<file path="config.mk">
export PLATFORM = sky130hd
export DESIGN_NAME = sem_result_fifo_flat
export DESIGN_NICKNAME = d
export VERILOG_FILES = /design/src/rtl/core/sem_pkg.sv /design/src/rtl/core/sem_stream_if.sv /design/src/rtl/core/sem_result_fifo.sv /design/src/flat_wrapper.sv
export SDC_FILE = /design/constraint.sdc
export NUM_CORES = 1
export LEC_CHECK = 0
export BUFFER_PORTS_ARGS = -buffer_cell sky130_fd_sc_hd__buf_4
export CORE_AREA = 2 2 39 41
export DETAILED_ROUTE_END_ITERATION = 6
export DIE_AREA = 0 0 41 43
export PLACE_DENSITY = 0.68
export SYNTH_ARGS = -nofsm -noshare
export SYNTH_HDL_FRONTEND = slang
export SYNTH_SLANG_ARGS = --single-unit
export TNS_END_PERCENT = 50
</file>
<file path="constraint.sdc">
create_clock -name clk -period 1.7 [get_ports clk]
set_input_delay 0 -clock clk [delete_from_list [all_inputs] [get_ports clk]]
set_output_delay 0 -clock clk [all_outputs]
set_load 0.01 [all_outputs]
</file>
<file path="src/rtl/core/sem_pkg.sv">
package sem_pkg;

	// Field widths of the input, result and configuration items
	localparam int PIXEL_W        = 8;
	localparam int FRAME_WIDTH_W  = 11;
	localparam int FRAME_HEIGHT_W = 13;
	localparam int CFG_DATA_W     = 13;
	localparam int CFG_INDEX_W    = 1;

	// Register indexes of the configuration port
	localparam logic [CFG_INDEX_W-1:0] CFG_FRAME_WIDTH  = 1'b0;
	localparam logic [CFG_INDEX_W-1:0] CFG_FRAME_HEIGHT = 1'b1;

	// Reset values of the frame bounds
	localparam int FRAME_WIDTH_RST  = 640;
	localparam int FRAME_HEIGHT_RST = 480;

	// Item kinds
	localparam logic KIND_PIXEL = 1'b0;
	localparam logic KIND_FLUSH = 1'b1;

	// Result queue
	localparam int FIFO_DEPTH = 4;
	localparam int FIFO_PTR_W = $clog2(FIFO_DEPTH);
	localparam int FIFO_LVL_W = $clog2(FIFO_DEPTH + 1);

	typedef struct packed {
		logic               kind;
		logic [PIXEL_W-1:0] pixel;
	} pix_item_t;

	typedef struct packed {
		logic [PIXEL_W-1:0] edge_res;
		logic               last_of_frame;
	} res_item_t;

	typedef struct packed {
		logic [FIFO_LVL_W-1:0] level;
		logic                  full;
	} fifo_stat_t;

endpackage

</file>
<file path="src/rtl/core/sem_stream_if.sv">
interface sem_stream_if #(parameter type T = logic);
	logic valid;
	logic ready;
	T     data;

	modport source(output valid, output data, input ready);
	modport sink(input valid, input data, output ready);
endinterface

</file>
<file path="src/rtl/core/sem_result_fifo.sv">
module sem_result_fifo import sem_pkg::*; (
	input  logic                clk,
	input  logic                arst_n,
	input  logic                push,
	input  res_item_t           push_data,
	output fifo_stat_t          stat,
	sem_stream_if.source        edges
);

	res_item_t              ent_q [FIFO_DEPTH];
	logic [FIFO_PTR_W-1:0]  wr_ptr_q;
	logic [FIFO_PTR_W-1:0]  rd_ptr_q;
	logic [FIFO_LVL_W-1:0]  level_q;
	logic                   pop;

	assign pop         = edges.valid && edges.ready;
	assign edges.valid = level_q != '0;
	assign edges.data  = ent_q[rd_ptr_q];
	assign stat.level  = level_q;
	assign stat.full   = level_q == FIFO_LVL_W'(FIFO_DEPTH);

	always_ff @(posedge clk) begin
		if (push) begin
			ent_q[wr_ptr_q] <= push_data;
		end
	end

	always_ff @(posedge clk or negedge arst_n) begin
		if (!arst_n) begin
			wr_ptr_q <= '0;
			rd_ptr_q <= '0;
			level_q  <= '0;
		end else begin
			if (push) begin
				wr_ptr_q <= wr_ptr_q + 1'b1;
			end
			if (pop) begin
				rd_ptr_q <= rd_ptr_q + 1'b1;
			end
			case ({push, pop})
				2'b10:   level_q <= level_q + 1'b1;
				2'b01:   level_q <= level_q - 1'b1;
				default: level_q <= level_q;
			endcase
		end
	end

endmodule

</file>
<file path="src/flat_wrapper.sv">
// flat-port wrapper written by rule: the top's interface ports become plain ports
module sem_result_fifo_flat import sem_pkg::*;
  (clk, arst_n, push, push_data, stat, edges_valid, edges_data, edges_ready);
  sem_stream_if edges_i ();
  input  logic clk;
  input  logic arst_n;
  input  logic push;
  input  res_item_t push_data;
  output fifo_stat_t stat;
  output wire logic [$bits(edges_i.valid)-1:0] edges_valid;
  output wire logic [$bits(edges_i.data)-1:0] edges_data;
  input wire logic [$bits(edges_i.ready)-1:0] edges_ready;
  assign edges_valid = edges_i.valid;
  assign edges_data = edges_i.data;
  assign edges_i.ready = edges_ready;
  sem_result_fifo u_core (.clk(clk), .arst_n(arst_n), .push(push), .push_data(push_data), .stat(stat), .edges(edges_i));
endmodule
</file>
# Word-level counts from Yosys, hierarchy flattened
# Memories as Yosys holds them, arrays and structs flattened.
# Cells that the tools add are included.
[totals]
regBits = 7
latchBits = 0
ram_bits = 36
romBits = 0
inputBits = 13
out_inout_bits = 6
word_cells = 17
mem_count = 1
[mem_list]
columns = ["memory", "words", "width", "read_ports", "rd_ports_with_merged_regs", "write_ports", "line", "rtl"]
rows = [
  ["u_core.ent_q", 4, 9, 1, 0, 1, "sem_result_fifo.sv:10", "res_item_t ent_q [FIFO_DEPTH];"],
]
[op_classes]
addsub = 4
n_mul = 0
n_div = 0
order_cmp = 0
n_eq_ne = 3
shift = 0
mux = 3
n_bitwise = 0
n_reduce_logical = 3
[op_table]
columns = ["cell", "count"]
rows = [
  ["one-hot mux 3 bit (2 select lines)", 1],
  ["adder 2 x 1 -> 2 bit, second input constant", 2],
  ["adder 3 x 1 -> 3 bit, second input constant", 1],
  ["equality test 3 bit, second input constant", 1],
  ["nonzero test 3 bit", 1],
  ["subtractor 3 x 1 -> 3 bit, second input constant", 1],
  ["equality test 2 x 1 -> 1 bit, second input constant", 1],
  ["equality test 2 bit, second input constant", 1],
  ["two-way mux 1 bit", 2],
  ["nonzero test 2 bit", 1],
  ["logical AND 1 bit", 1],
]

# Depth between registers and ports, before layout
# Gate-level depths: netlist of the first run.
[depth]
ltp_word = 4
mapped_depth = 7
mapped_depth_nobuf = 7

# Worst setup path after synthesis of the first run
# OpenSTA, ideal clock, no wires.
[synth_timing]
kind = "reg-to-reg"
start = "reg u_core.level_q[0]"
end = "reg u_core.level_q[2]"
setup_ns = 0.079
arrival_time_ns = 1.609
required_time_ns = 1.621
path_slack_ns = 0.012
stages_incl_launch_ff = 8
n_path_buf = 0
period_less_slack_ns = 1.688
cell_sequence = "dfrtp_1 -> o31a_1 -> ha_1 -> inv_1 -> fa_1 -> xor2_1 -> nor2_1 -> xor2_1"
[synth_via]
elab_chain_cells = 4
word_cells_on_any_way = 8
cone_classes = "add/sub (2); eq/ne (2); mux (1); reduce/logical (3)"
[synth_lines]
columns = ["element", "line", "rtl"]
rows = [
  ["from (decl)", "sem_result_fifo.sv:13", "logic [FIFO_LVL_W-1:0] level_q;"],
  ["from (signal assigned)", "sem_result_fifo.sv:41", "2'b10: level_q <= level_q + 1'b1;"],
  ["from (signal assigned)", "sem_result_fifo.sv:42", "2'b01: level_q <= level_q - 1'b1;"],
  ["from (signal assigned)", "sem_result_fifo.sv:43", "default: level_q <= level_q;"],
  ["nonzero test 3 bit *", "sem_result_fifo.sv:17", "assign edges.valid = level_q != '0;"],
  ["logical AND 1 bit *", "sem_result_fifo.sv:16", "assign pop = edges.valid && edges.ready;"],
  ["named net u_core.pop", "sem_result_fifo.sv:14", "logic pop;"],
  ["equality test 2 x 1 -> 1 bit / equality test 2 bit (equally long branches)", "sem_result_fifo.sv:40", "case ({push, pop})"],
  ["one-hot mux 3 bit (2 select lines) / nonzero test 2 bit (equally long branches)", "-", ""],
]
# The timed path passes the listed nets; every way through them passes the cells marked *.
# A chain may end at the register's enable or synchronous reset.

# Worst setup path in the final report of the first run
[layout_timing]
start = "reg u_core.level_q[1]"
end = "reg u_core.level_q[2]"
# The elaborated chain is that of the path after synthesis.

==> results of run 1 <==
[layout by cell type (no fill, tap or decap), drive strengths merged]
cell type and instances:
o31a 1, and3 1, and2 4, fa 1
nand2 2, mux2i 1, inv 6, dfrtp 7
nor2 1, xnor2 2, dlygate4sd3 3, clkbuf 4
xor2 4, o21ai 1, buf 15, ha 5
or3 1, mux4 1, edfxtp 4
[layout make-up]
type,instances,area (sq um)
clock buffer,4,26.3
fill,122,642
inverter,6,22.5
multi-input combinational,25,235
sequential,11,295
tap,16,20.0
timing repair buffer,18,143
[critical path: stages, from the launching register on]
cell and delay (ps):
dfrtp_1 380, o31a_1 310, ha_2 210, inv_2 50, fa_2 180, xor2_1 130, nor2_1 70, xor2_1 150
[per-stage QoR]
stage               hold WS (ps)  instance area (sq um)  util, %  cells  worst slack, ps
floorplan                   -296                    548        -     42             12.0
global placement            -186                    673     48.6     72              102
detailed placement          -183                    673     48.6     72             73.5
CTS                         69.6                    729     52.7     79             52.0
global route                96.9                    742     53.6     80             8.58
finish                      74.3                    742     53.6     80              104
[logic make-up (layout without fill, tap and decap cells)]
| group | after synthesis | in the layout | share of synthesized area [%] |
|---|---|---|---|
| xor gates and xnor gates | 6 | 6 | 9.59 |
| AOI/OAI and AO/OA | 2 | 2 | 2.51 |
| buffers and inverters | 6 | 28 | 4.11 |
| muxes | 2 | 2 | 5.94 |
| adders and majority gates | 6 | 6 | 15.1 |
| DFF | 11 | 11 | 53.9 |
| and+or+nand+nor | 9 | 9 | 8.90 |
[flip-flops by register name, summed over array words and instances, names as in the netlist]
name and cells:
u_core.wr_ptr_q 2, u_core.ent_q 4, u_core.rd_ptr_q 2, u_core.level_q 3
[where the power goes]
| group | total [W] | internal, W | leakage (nW) | switching [W] |
|---|---|---|---|---|
| clock | 0.000176 | 0.0000909 | 0.0150 | 0.0000852 |
| sequential | 0.000460 | 0.000385 | 0.119 | 0.0000743 |
| combinational | 0.000581 | 0.000322 | 0.219 | 0.000259 |
| total | 0.00122 | 0.000799 | 0.353 | 0.000419 |
[cell usage after synthesis]
cell type / instances
or3_1: 1
fa_1: 1
xor2_1: 4
and3_1: 1
o31a_1: 1
mux2i_1: 1
dfrtp_1: 7
xnor2_1: 2
inv_1: 6
edfxtp_1: 4
ha_1: 5
nor2_1: 1
and2_1: 4
mux4_2: 1
o21ai_0: 1
nand2_1: 2
[path summary, 6_finish.rpt]
check / slack (ps) / to
min reg2reg: 500 / u_core.rd_ptr_q[1]
max reg2reg: 100 / u_core.level_q[2]
max in group asynchronous: 1510 / u_core.wr_ptr_q[1]
max: 100 / u_core.level_q[2]
min in group clk: 250 / u_core.rd_ptr_q[0]
min: 70 / u_core.rd_ptr_q[1]
[metal layers]
| layer | track usage [%] | vias up | wire, um |
|---|---|---|---|
| li1 | - | 183 | - |
| met1 | 14.7 | 171 | 357 |
| met2 | 18.4 | 8 | 462 |
| met3 | 3.14 | 4 | 25 |
| met4 | 12.0 | 0 | 29 |
| met5 | 0 | - | 0 |
[repair_timing]
item	4_1_cts	5_1_grt
endpoints found under the hold margin	13	0
resized for setup	0	3
endpoints found under the setup margin	0	1
setup buffers	0	1
hold buffers	3	0
==> qor.yml, run 1 <==
diodes: 0
regToRegStartpoint: "u_core.level_q[1]"
core_area_sq_um: 1380
clock.fmax_ghz: 0.627
io_buffers: 10
tightest_slew_ps: 118
synth_cells: 42
setup_viol: 0
finalClockSkew_ps: 0.746
hold_viol_final: 0
drtAntennaViolNets: 0
fin_crit_sh_pct: 93.9
ys_types: 16
arrival_ps: 1750
grt.overflow.total: 0
max-vdd-ir-drop_mv: 0.685
die_w_um: 41
cts_tree: "done"
initialDrtViolationCount: 5
drc: 0
max_slew_margin_pct: 91.9
firstDrtPassIters: 4
grt_pass1_vias: 356
rsz0062_at_grt: "no"
start_util_pct: 39.6
mappedNetlistNets: 61
period_needed_ps: 1600
fin_nets: 84
cts-root-buf: "clkbuf_4"
drive_above_1_share_pct: 34.4
yosysTopAreaCell: "dfrtp_1"
postSynthAreaPerCell_sq_um: 13.0
hold_class: "in2async"
worstPathMaxFanout: 2
dp_hpwl_um: 687
p_per_area_nw_per_um2: 1640
cts.clk_slew.worst_paths_ps: 70
wirelength_um: 874
grt_max_degree: 9
finalMaxSlewViolations: 0
place.gp.congestion: 0.701
die_area_sq_um: 1760
setup.worst_path.start: "u_core.level_q[1]"
p_leak_nw: 0.353
synth_warnings: 0
required_ps: 1860
syn-cell-area_sq_um: 548
finalPower_w: 0.00122
htreeDepth: 1
numCtsBuffers: 3
grt_pass1_wl_um: 1440
fin_tns_setup_ps: 0
gr-usage-all-layers_pct: 12.9
pin_count: 19
ys_ff_latch: 11
cts_sinks: 11
synth_top_cell_area_share_pct: 32.0
antenna_found_initial: 0
cts_buffer_depth: 2
reg2regPathDepth: 7
synthTopCellsByArea: "dfrtp_1 (32%), edfxtp_1 (22%), ha_1 (11%)"
die_h_um: 43
clock_latency_ps: 270
yosysSeqAreaShare_pct: 53.9
status: "completed"
fp-row-count: 14
maxCapViolCount: 0
num_vias: 366
endpoint_kind: "flip-flop"
critical_path_class: "reg2reg"
wl_per_cell_um: 10.9
via_per_inst: 4.58
area_delta_synth_final_pct: 35.4
cp-start-kind: "flip-flop"
(Power assumes the default switching activity.)
==> inputs of run 2 (changes only) <==
Settings changed: ABC_AREA set to 1, GPL_ROUTABILITY_DRIVEN set to 0, PLACE_DENSITY 0.68 to 0.73.
==> qor.yml, run 2 <==
critical_path_class: "reg2reg"
reg2regPathDepth: 8  # +1
dp_hpwl_um: 698  # +1.6%
dp_slack_ps: 57.9  # -15.6 ps
drc: 0  # unchanged
die_h_um: 43  # unchanged
most-common-layout-cells: "nand2_1 (18), buf_4 (15), inv_1 (13)"
synth_cells: 69  # +64%
min-delay-start: "edges_ready"
p_leak_nw: 0.447  # +27%
grt_pass1_vias: 355  # -0.28%
r2r_end: "u_core.level_q[1]"
die_area_sq_um: 1760  # unchanged
largest_register: "u_core.ent_q"
core_area_sq_um: 1380  # unchanged
hold_path_depth: 3
top_regs: "u_core.ent_q x4, u_core.level_q x3"
final_common_cell: "nand2_1"
cp_num_cells: 8  # +1
drive_above_1_share_pct: 33.3  # -1.0 points
synth-edff-count: 4  # unchanged
fin_nets: 110  # +31%
postLayoutSetupSlackWorst_ps: 100  # -4.05 ps
ys_types: 17  # +1
num_vias: 490  # +34%
placed_area_sq_um: 716  # +6.3%
mappedNetlistNets: 88  # +44%
crit_path_frequent_cell: "inv_2"
wl_met3_um: 28  # +12%
fin_crit_sh_pct: 94.1  # +0.24 points
largest_reg_flops: 4  # unchanged
area_delta_synth_final_pct: 33.2
pin_count: 19  # unchanged
hold_end: "u_core.rd_ptr_q[0]"
grt_max_degree: 9  # unchanged
worst_path_largest_cell_delay_ps: 440  # +60 ps
finalMaxSlewViolations: 0  # unchanged
seqCellArea_sq_um: 295  # unchanged
fp-row-count: 14  # unchanged
synth_common_cells: "nand2_1 (19), inv_1 (16), dfrtp_1 (7)"
arrival_ps: 1790  # +40 ps
path_buf_inv: 3  # +2
utilization_pct: 59.5  # +5.9 points
period_needed_ps: 1600  # +4.05 ps
io_buffers: 10  # unchanged
finalPower_w: 0.00135  # +11%
synth_warnings: 0  # unchanged
path_cells: "inv_2 -> nand3_4 -> nand2_2 -> inv_2 -> ha_4 -> inv_2 -> fa_2 -> o21ai_2"
ys_ff_latch: 11  # unchanged
endpoint_kind: "flip-flop"
numCtsBuffers: 3  # unchanged
yosysTopAreaCell: "dfrtp_1"
synth.most_common_cell: "nand2_1"
max-vdd-ir-drop_mv: 0.757  # +11%
diodes: 0  # unchanged
wl_met2_um: 538  # +16%
cp_top_family: "adder cells"
yosysSeqAreaShare_pct: 47.8  # -6.1 points
max_slew_margin_pct: 89.5  # -2.4 points
whs_ps: 10.4  # -63.9 ps
cts.clk_slew.worst_paths_ps: 70  # about the same
die_w_um: 41  # unchanged
cts_sinks: 11  # unchanged
yosys_most_used_dff: "dfrtp_1"
grt.overflow.total: 0  # unchanged
via_per_inst: 4.62  # +1.0%
tightest_slew_ps: 157  # +39.1 ps
wl_per_cell_um: 9.24  # -15%
rrSetupSlack_ps: 100  # about the same
postSynthAreaPerCell_sq_um: 8.96  # -31%
fin_area_sq_um: 823  # +11%
synth_top_cell_area_share_pct: 28.3  # -3.6 points
setup_viol: 0  # unchanged
clock.fmax_ghz: 0.625  # -0.25%
fillers: 122  # unchanged
required_ps: 1890  # +30 ps
antenna_found_initial: 0  # unchanged
start_util_pct: 44.7  # +5.1 points
topRoutingLayerUsed: "met3"
hold_viol_final: 0  # unchanged
cts_tree: "done"
drtAntennaViolNets: 0  # unchanged
grt_pass1_wl_um: 1430  # -0.97%
status: "completed"
synthTopCellsByArea: "dfrtp_1 (28%), edfxtp_1 (19%), nand2_1 (12%)"
firstDrtPassIters: 4  # unchanged
worstPathMaxFanout: 4  # +2
met1Wirelength_um: 412  # +15%
hold_class: "in2reg"
maxCapViolCount: 0  # unchanged
p_per_area_nw_per_um2: 1630  # -0.35%
htreeDepth: 1  # unchanged
synthArstFlopShare_pct: 63.6  # unchanged
cts-root-buf: "clkbuf_4"
cp_slowest_cell: "fa_2"
cp-start-kind: "flip-flop"
finalClockSkew_ps: 2.97  # +2.23 ps
clock_latency_ps: 260  # about the same
multi_input_area_sq_um: 268  # +14%
wirelength_um: 979  # +12%
cts_buffer_depth: 2  # unchanged
regToRegStartpoint: "u_core.level_q[1]"
gr-usage-all-layers_pct: 12.7  # -0.19 points
syn-cell-area_sq_um: 618  # +13%
initialDrtViolationCount: 11  # +6
==> run 2: changes by cell type in the layout (fill, tap and decap cells not counted), moves of 2 or more <==
cell,before,now
o211ai_1,0,2
nand3_1,0,3
xor2_1,4,1
inv_1,5,13
and2_1,4,0
nand2_1,2,18
nand2_2,0,2
inv_2,1,6
==> run 2: area by class of cell <==
type	count	area share [%]
clock buffers	4	3.19
repair buffers	18	17.3
multi-input cells	38	32.5
well taps	16	2.43
inverters	19	8.66
flip-flops and latches	11	35.9
==> run 2: where the power goes <==
| part | internal, W | switching (W) | total, W |
|---|---|---|---|
| clock network | 0.0000907 | 0.0000800 | 0.000171 |
| logic | 0.000347 | 0.000367 | 0.000714 |
| registers | 0.000383 | 0.0000789 | 0.000462 |
| total | 0.000820 | 0.000526 | 0.00135 |
==> run 2: repair_timing <==
item,in CTS,in global routing
gates resized for setup,0,9
endpoints found under the hold margin,13,0
buffers inserted,0,4
hold buffers,3,0
endpoints found under the setup margin,0,2
==> run 2: kinds of logic after synthesis <==
logic type / synth area share, %
adders and majority gates: 13.4
buffers and inverters: 12.3
DFF: 47.8
AOI/OAI and AO/OA: 4.05
and+or+nand+nor: 19.6
xor gates and xnor gates: 2.83
==> run 2: worst max path at each step <==
stage	startpoint	end
CTS	u_core.level_q[1]	u_core.level_q[2]
floorplan	u_core.level_q[0]	u_core.level_q[2]
finish	u_core.level_q[1]	u_core.level_q[1]
global placement	u_core.level_q[1]	u_core.level_q[2]
global route	u_core.level_q[1]	u_core.level_q[2]
detailed placement	u_core.level_q[1]	u_core.level_q[2]
==> run 2: per-layer routing <==
| layer | vias up | track usage [%] |
|---|---|---|
| li1 | 251 | - |
| met1 | 231 | 14.4 |
| met2 | 8 | 18.1 |
| met3 | 0 | 4.71 |
| met4 | 0 | 10.0 |
| met5 | - | 0 |
==> run 2: tightest hold or removal path, stage by stage <==
cell and delay (ps):
buf_4 100, nand3_1 70, nand2_1 70
==> run 2: per-stage QoR <==
step	setup TNS (ps)	cells
6_report	0	106
5_1_grt	-16.8	106
4_1_cts	0	102
3_5_place_dp	0	95
3_3_place_gp	0	95
2_1_floorplan	0	69
